<file path="src/ddarc_div.sv">
module ddarc_div #(
	parameter int NW = 40,
	parameter int DW = 24
) (
	input  logic          clk,
	input  logic          arst_n,
	input  logic          start,
	input  logic [NW-1:0] num,
	input  logic [DW-1:0] den,
	output logic          done,
	output logic [NW-1:0] quot
);
	// restoring divider, one quotient bit per cycle
	logic [NW-1:0]           num_q;
	logic [DW-1:0]           den_q;
	logic [DW-1:0]           rem_q;
	logic [$clog2(NW+1)-1:0] cnt_q;
	logic                    run_q;
	logic                    done_q;
	logic [DW:0]             rem_sh;
	logic                    fits;

	assign rem_sh = {rem_q, num_q[NW-1]};
	assign fits   = rem_sh >= {1'b0, den_q};
	assign done   = done_q;
	assign quot   = num_q;

	always_ff @(posedge clk or negedge arst_n) begin
		if (!arst_n) begin
			run_q  <= 1'b0;
			done_q <= 1'b0;
			cnt_q  <= '0;
		end else begin
			done_q <= 1'b0;
			if (start) begin
				run_q <= 1'b1;
				cnt_q <= ($clog2(NW+1))'(NW);
			end else if (run_q) begin
				cnt_q <= cnt_q - 1'b1;
				if (cnt_q == ($clog2(NW+1))'(1)) begin
					run_q  <= 1'b0;
					done_q <= 1'b1;
				end
			end
		end
	end

	always_ff @(posedge clk) begin
		if (start) begin
			num_q <= num;
			den_q <= den;
			rem_q <= '0;
		end else if (run_q) begin
			rem_q <= fits ? DW'(rem_sh - {1'b0, den_q}) : rem_sh[DW-1:0];
			num_q <= {num_q[NW-2:0], fits};
		end
	end
endmodule

</file>
<file path="config.mk">
export PLATFORM = sky130hd
export DESIGN_NAME = ddarc_div
export DESIGN_NICKNAME = d
export VERILOG_FILES = /design/src/ddarc_div.sv
export SDC_FILE = /design/constraint.sdc
export NUM_CORES = 1
export LEC_CHECK = 0
export ABC_AREA = 1
export ABC_CLOCK_PERIOD_IN_PS = 2500
export BUFFER_PORTS_ARGS = -buffer_cell sky130_fd_sc_hd__clkbuf_2
export CORE_MARGIN = 5
export CORE_UTILIZATION = 40
export CTS_BUF_LIST = sky130_fd_sc_hd__clkbuf_2
export DETAILED_ROUTE_END_ITERATION = 10
export GPL_TIMING_DRIVEN = 0
export SLEW_MARGIN = 20
export SYNTH_ARGS = -nofsm -noshare
export SYNTH_HDL_FRONTEND = slang
export SYNTH_SLANG_ARGS = --single-unit
export TNS_END_PERCENT = 50
</file>
<file path="constraint.sdc">
create_clock -name clk -period 2.5 [get_ports clk]
set_input_delay 0 -clock clk [delete_from_list [all_inputs] [get_ports clk]]
set_output_delay 0 -clock clk [all_outputs]
set_load 0.005 [all_outputs]
</file>
==> results of run 1 <==
## per-stage QoR
stage          power, mW  hold slack [ps]  setup WS [ps]   util
2_1_floorplan       3.96             -296            216      -
3_3_place_gp        4.61             -138          -1360  0.458
3_5_place_dp        4.63             -141          -47.4  0.458
4_1_cts             5.52             1.65            178  0.514
5_1_grt             5.99            0.775           17.3  0.515
6_report            5.50             64.3            192  0.515
## synth_stat cells, types with 3 or more instances
cell type  count
buf_2          6
edfxtp_1      64
inv_2          3
nand2_2        5
nand3_1       51
o21ai_1        6
nand3_2        7
dfxtp_1       24
ha_1          26
nand2_1      317
nor2_1        33
dfrtp_1        8
nor2_2         3
inv_1        139
clkbuf_1      13
a21oi_1       16
nand4_1       29
nor3_1         5
o21ai_0       10
xnor2_1        9
## worst reg2reg max path, delay by kind of cell (launching register included)
| family | cells | cell delay, ps |
|---|---|---|
| AO/OA/AOI/OAI | 3 | 610 |
| adder cells (fa/ha/maj) | 1 | 360 |
| buffers and inverters | 2 | 340 |
| flip-flops | 1 | 390 |
| AND/OR/NAND/NOR | 5 | 490 |
## routing by layer
metal | GRT usage | routed length (um) | up-vias
met5 | 0 | 0 | -
met4 | 0.0526 | 253 | 0
met3 | 0.0500 | 1040 | 16
met2 | 0.339 | 7610 | 158
met1 | 0.244 | 6940 | 2518
li1 | - | - | 2865
## power by group through the flow
stage                     clock network, mW  logic [mW]  registers [mW]
final                                 0.794        2.60            2.11
after global routing                  0.865        2.99            2.14
after CTS                             0.827        2.59            2.11
after detailed placement                  0        2.49            2.14
after global placement                    0        2.48            2.13
after floorplan                           0        1.85            2.11
## sequential cells by signal (all words and copies together) (netlist names)
| signal | flops |
|---|---|
| quot | 40 |
| den_q | 24 |
| rem_q | 24 |
| cnt_q | 6 |
| done | 1 |
| run_q | 1 |
## logic make-up after synthesis
| group | synth area share |
|---|---|
| xor+xnor | 0.0165 |
| buf+inv | 0.111 |
| flops | 0.446 |
| compound gates | 0.0352 |
| simple gates | 0.333 |
| fa+ha+maj | 0.0592 |
## layout by cell type, fill, tap and decap left out, types with 2 or more instances in the layout
| cell | Yosys | routed |
|---|---|---|
| ha_1 | 26 | 26 |
| nor3_1 | 5 | 5 |
| nor2_1 | 33 | 33 |
| buf_2 | 6 | 6 |
| clkinv_1 | 2 | 3 |
| a21oi_1 | 16 | 16 |
| xor2_1 | 2 | 2 |
| nand2_2 | 5 | 4 |
| nor2_2 | 3 | 2 |
| nand2_1 | 317 | 317 |
| clkbuf_1 | 13 | 12 |
| dfrtp_1 | 8 | 8 |
| o21ai_1 | 6 | 6 |
| xnor2_1 | 9 | 9 |
| edfxtp_1 | 64 | 64 |
| clkbuf_2 | 0 | 116 |
| inv_2 | 3 | 3 |
| nand4_1 | 29 | 29 |
| dlygate4sd3_1 | 0 | 70 |
| nand3_1 | 51 | 51 |
| inv_1 | 139 | 139 |
| nand3_2 | 7 | 7 |
| dfxtp_1 | 24 | 24 |
| inv_6 | 0 | 2 |
| o21ai_0 | 10 | 10 |
| o21bai_1 | 2 | 2 |
## final cells by class
type,count,area (um^2)
inverters,144,541
diodes,1,2.50
fillers,1473,6990
plain buffers,21,109
multi-input cells,530,2600
clock buffers,9,45.0
well taps,184,230
repair buffers,177,1240
flip-flops and latches,96,2600
clock inverters,7,65.1
## repair_timing
item / 4_1_cts / 5_1_grt
endpoints found under the hold margin: 72 / 1
buffers inserted: 0 / 0
resized for setup: 0 / 2
setup endpoints to repair: 0 / 12
hold buffers: 69 / 1
## path summary, 6_finish.rpt
path	slack [ps]	start	end
worst min-delay path	60	start	den_q[18]
max in group asynchronous	1910	arst_n	cnt_q[0]
min in group asynchronous	330	arst_n	cnt_q[4]
worst min register to register	490	rem_q[12]	rem_q[12]
worst max-delay path	190	den_q[22]	rem_q[4]
worst max register to register	190	den_q[22]	rem_q[4]
==> flow_summary.json, run 1 <==
{
  "status": "completed",
  "grt_pass1_vias": 5487,
  "fmax_ghz": 0.433,
  "port_buffers": 107,
  "path_clk_slew_ps": 330,
  "start_kind": "register",
  "coreArea_mm2": 0.0144,
  "hold_class": "in2reg",
  "worst-path-buf-inv": 2,
  "ys_seq_area_frac": 0.446,
  "period_needed_ps": 2310,
  "grt_start_max_net_pins": 50,
  "crit_cells": 11,
  "switchingPower_mw": 2.39,
  "clkLatencyLatePin_ps": 630,
  "max_stage_delay_ps": 390,
  "drtPass1Iterations": 5,
  "synth-seq-cells": 96,
  "finalClockSkew_ps": 43.8,
  "slew_viol_final": 0,
  "placed_area_mm2": 0.00661,
  "ys_types": 34,
  "finalSetupTns_ps": 0,
  "drcViolationCount": 0,
  "num_vias": 5557,
  "p_clk_frac": 0.144,
  "cts_tree": "yes",
  "cts_buffer_depth": 2,
  "syn-num-nets": 885,
  "synth-async-reset-ratio": 0.0833,
  "root_buffer": "clkbuf_2",
  "syn-instance-count": 791,
  "synth-main-ff-cell": "edfxtp_1",
  "start_util": 0.405,
  "p_int_mw": 3.11,
  "synth.area.top_cells": "edfxtp_1, nand2_1, inv_1, dfxtp_1, ha_1",
  "rsz0062_at_grt": "false",
  "crit_top_cell": "nor2_1",
  "wire_per_inst_um": 13.6,
  "ff2ff_path_depth": 11,
  "io_pins": 108,
  "synth_edf_count": 64,
  "die_x_um": 131,
  "fin_area_mm2": 0.00743,
  "cp-end-kind": "register",
  "setup_viol": 0,
  "p_sw_frac": 0.434,
  "grt_pass1_wl_mm": 26.5,
  "row_count": 44,
  "holdPathStages": 1,
  "vdd_ir_drop_max_uv": 345,
  "synth_top_area_frac": 0.329,
  "globalplace.congestion": 0.891,
  "fin_crit_sh": 0.923,
  "p_leak_nw": 3.90,
  "required_ps": 3000,
  "die_area_mm2": 0.0171,
  "yosys_warnings": 0,
  "avgViaCountPerCell": 4.75,
  "dp_hpwl_mm": 11.6,
  "pwr-share-seq": 0.383,
  "drt_iter0_markers": 372,
  "synth_top_area_cell": "edfxtp_1",
  "dp.cells": 1082,
  "syn_area_mm2": 0.00584,
  "hold_viol": 0,
  "ant_nets": 0,
  "path_cells": "inv_1, ha_1, a21oi_1, nor2_1, nor2_1, nand2_1, a21oi_4, buf_2, nand4_1, nand3_1, o21ai_0",
  "cp.arrival_ps": 2810,
  "antenna_found_initial": 1,
  "fin_cells": 1169,
  "cp_top_family": "compound AO/OA/AOI/OAI gates",
  "path_class": "reg2reg",
  "die_h_um": 131,
  "routed_wl_mm": 15.8,
  "power_density_mw_per_mm2": 740,
  "drive_gt1_frac": 0.154,
  "power_frac_comb": 0.473,
  "area_growth_pct": 27.3,
  "tightestPinTransition_ps": 712,
  "cts_buffers": 9,
  "maxCapViolations": 0,
  "grt_overflow_total": 0,
  "nets": 1073,
  "slew_headroom": 0.525,
  "clock-sinks": 96,
  "critical_path.max_fanout": 10,
  "synth_area_per_cell_um2": 7.38,
  "critPathSlowestCell": "edfxtp_1",
  "grt.total_usage": 0.196,
  "htree_levels": 3
}
Power figures use the tool's default switching activity.
==> inputs of run 2 (changes only) <==
Settings changed: ABC_CLOCK_PERIOD_IN_PS 2500 to 2000.
Clock period 2.5 ns to 2 ns, I/O delays scaled along.
==> run 2 against run 1 <==
Compared with the run above:
- the run now ends with setup timing left
- register-to-register slack got worse by 240 ps
- sequential share of layout area decreased by 3.0 points
- combinational power rose by 65%
- via count rose by 2.7%
- sequential power grew 28%
- critical endpoint is now rem_q[21]
==> flow_summary.json, run 2 (synthesis results as in run 1) <==
{
  "path_cells": "inv_1, ha_1, inv_2, nor2_1, nor2_1, nand2_2, a21oi_4, nand3_4, clkbuf_16, nand3_2, nand3_1, nand2_1",
  "finalClockSkew_ps": 31.9,
  "regArea_mm2": 0.00260,
  "drive_gt1_frac": 0.271,
  "slew_viol_final": 0,
  "maxCapViolations": 0,
  "grt_overflow_total": 0,
  "hold_slack_ps": 108,
  "avgViaCountPerCell": 4.81,
  "grt_pass1_wl_mm": 26.6,
  "area_growth_pct": 39.4,
  "drt_iter0_markers": 317,
  "post-route-util": 0.564,
  "routed_wl_mm": 16.5,
  "grt.total_usage": 0.195,
  "num_vias": 5705,
  "fmax_ghz": 0.487,
  "path_clk_slew_ps": 260,
  "start_util": 0.405,
  "worst-path-buf-inv": 3,
  "required_ps": 2540,
  "path_class": "reg2reg",
  "violations": "setup timing",
  "dp_hpwl_mm": 11.5,
  "setup_viol": 14,
  "wire_per_inst_um": 13.9,
  "grt_start_max_net_pins": 50,
  "largest_register_ffs": 40,
  "p_leak_nw": 4.07,
  "io_pins": 108,
  "n_fill_cell": 1358,
  "tightestPinTransition_ps": 757,
  "drtPass1Iterations": 8,
  "clock-sinks": 96,
  "antenna_found_initial": 1,
  "ff2ff_path_depth": 12,
  "clkLatencyLatePin_ps": 600,
  "htree_levels": 3,
  "fin_crit_sh": 1.03,
  "grt_pass1_vias": 5544,
  "root_buffer": "clkbuf_2",
  "crit_cells": 12,
  "row_count": 44,
  "drcViolationCount": 0,
  "power_density_mw_per_mm2": 960,
  "coreArea_mm2": 0.0144,
  "start_kind": "register",
  "max_stage_delay_ps": 420,
  "port_buffers": 107,
  "ant_nets": 0,
  "total_power_mw": 7.81,
  "critical_path.max_fanout": 6,
  "finalWorstSetupSlack_ps": -52.8,
  "cp_top_family": "simple AND/OR/NAND/NOR gates",
  "finalSetupTns_ps": -332,
  "crit_top_cell": "nor2_1",
  "die_x_um": 131,
  "cts_tree": "yes",
  "slew_headroom": 0.495,
  "status": "finished with violations",
  "hold_viol": 0,
  "cts_buffer_depth": 2,
  "hold_class": "in2reg",
  "cp.arrival_ps": 2600,
  "critPathSlowestCell": "edfxtp_1",
  "vdd_ir_drop_max_uv": 382,
  "rsz0062_at_grt": "true",
  "die_area_mm2": 0.0171,
  "holdPathStages": 2,
  "die_h_um": 131,
  "nets": 1090,
  "cp-end-kind": "register",
  "period_needed_ps": 2050,
  "multi_input_area_mm2": 0.00316,
  "layout_commonest_cell": "nand2_1",
  "globalplace.congestion": 0.918,
  "cts_buffers": 9,
  "most-common-layout-cells": "nand2_1, inv_1, clkbuf_2"
}
==> run 2: final cells by class <==
type | instances | area share
diodes | 2 | 0.000615
clock buffers | 10 | 0.00615
inverters | 144 | 0.0664
repair buffers | 194 | 0.169
plain buffers | 21 | 0.0165
flip-flops and latches | 96 | 0.320
multi-input cells | 530 | 0.388
well taps | 184 | 0.0283
clock inverters | 6 | 0.00446
==> run 2: report_power, final <==
| group | internal [mW] | switching (mW) |
|---|---|---|
| sequential | 2.44 | 0.266 |
| combinational | 1.90 | 2.38 |
| clock | 0.162 | 0.660 |
| total | 4.51 | 3.31 |
==> run 2: worst paths after layout <==
check | startpoint | to | slack, ps
worst max-delay path | den_q[23] | rem_q[21] | -50
worst min-delay path | den[10] | den_q[10] | 110
worst max register to register | den_q[23] | rem_q[21] | -50
worst min register to register | rem_q[15] | rem_q[15] | 510
max in group asynchronous | arst_n | done | 1360
min in group asynchronous | arst_n | cnt_q[5] | 340
==> run 2: routing by layer <==
| layer | global-route usage | up-vias | routed length, um |
|---|---|---|---|
| met5 | 0 | - | 0 |
| met2 | 0.335 | 167 | 8000 |
| met1 | 0.246 | 2622 | 7200 |
| met4 | 0.0508 | 0 | 264 |
| li1 | - | 2891 | - |
| met3 | 0.0500 | 25 | 1040 |
==> run 2: what timing repair did <==
action,4_1_cts,5_1_grt
hold buffers,66,0
cloned,1,1
pin swaps,7,21
resized for setup,60,76
setup buffers,9,10
endpoints found under the setup margin,25,44
hold endpoints to repair,72,0
==> run 2: per-stage QoR <==
step	area (um^2)	worst slack (ps)	std cells
floorplan	5840	110	791
global placement	6610	-869	1082
detailed placement	6610	-531	1082
CTS	7750	-29.6	1174
global route	8140	-139	1187
finish	8140	-52.8	1187
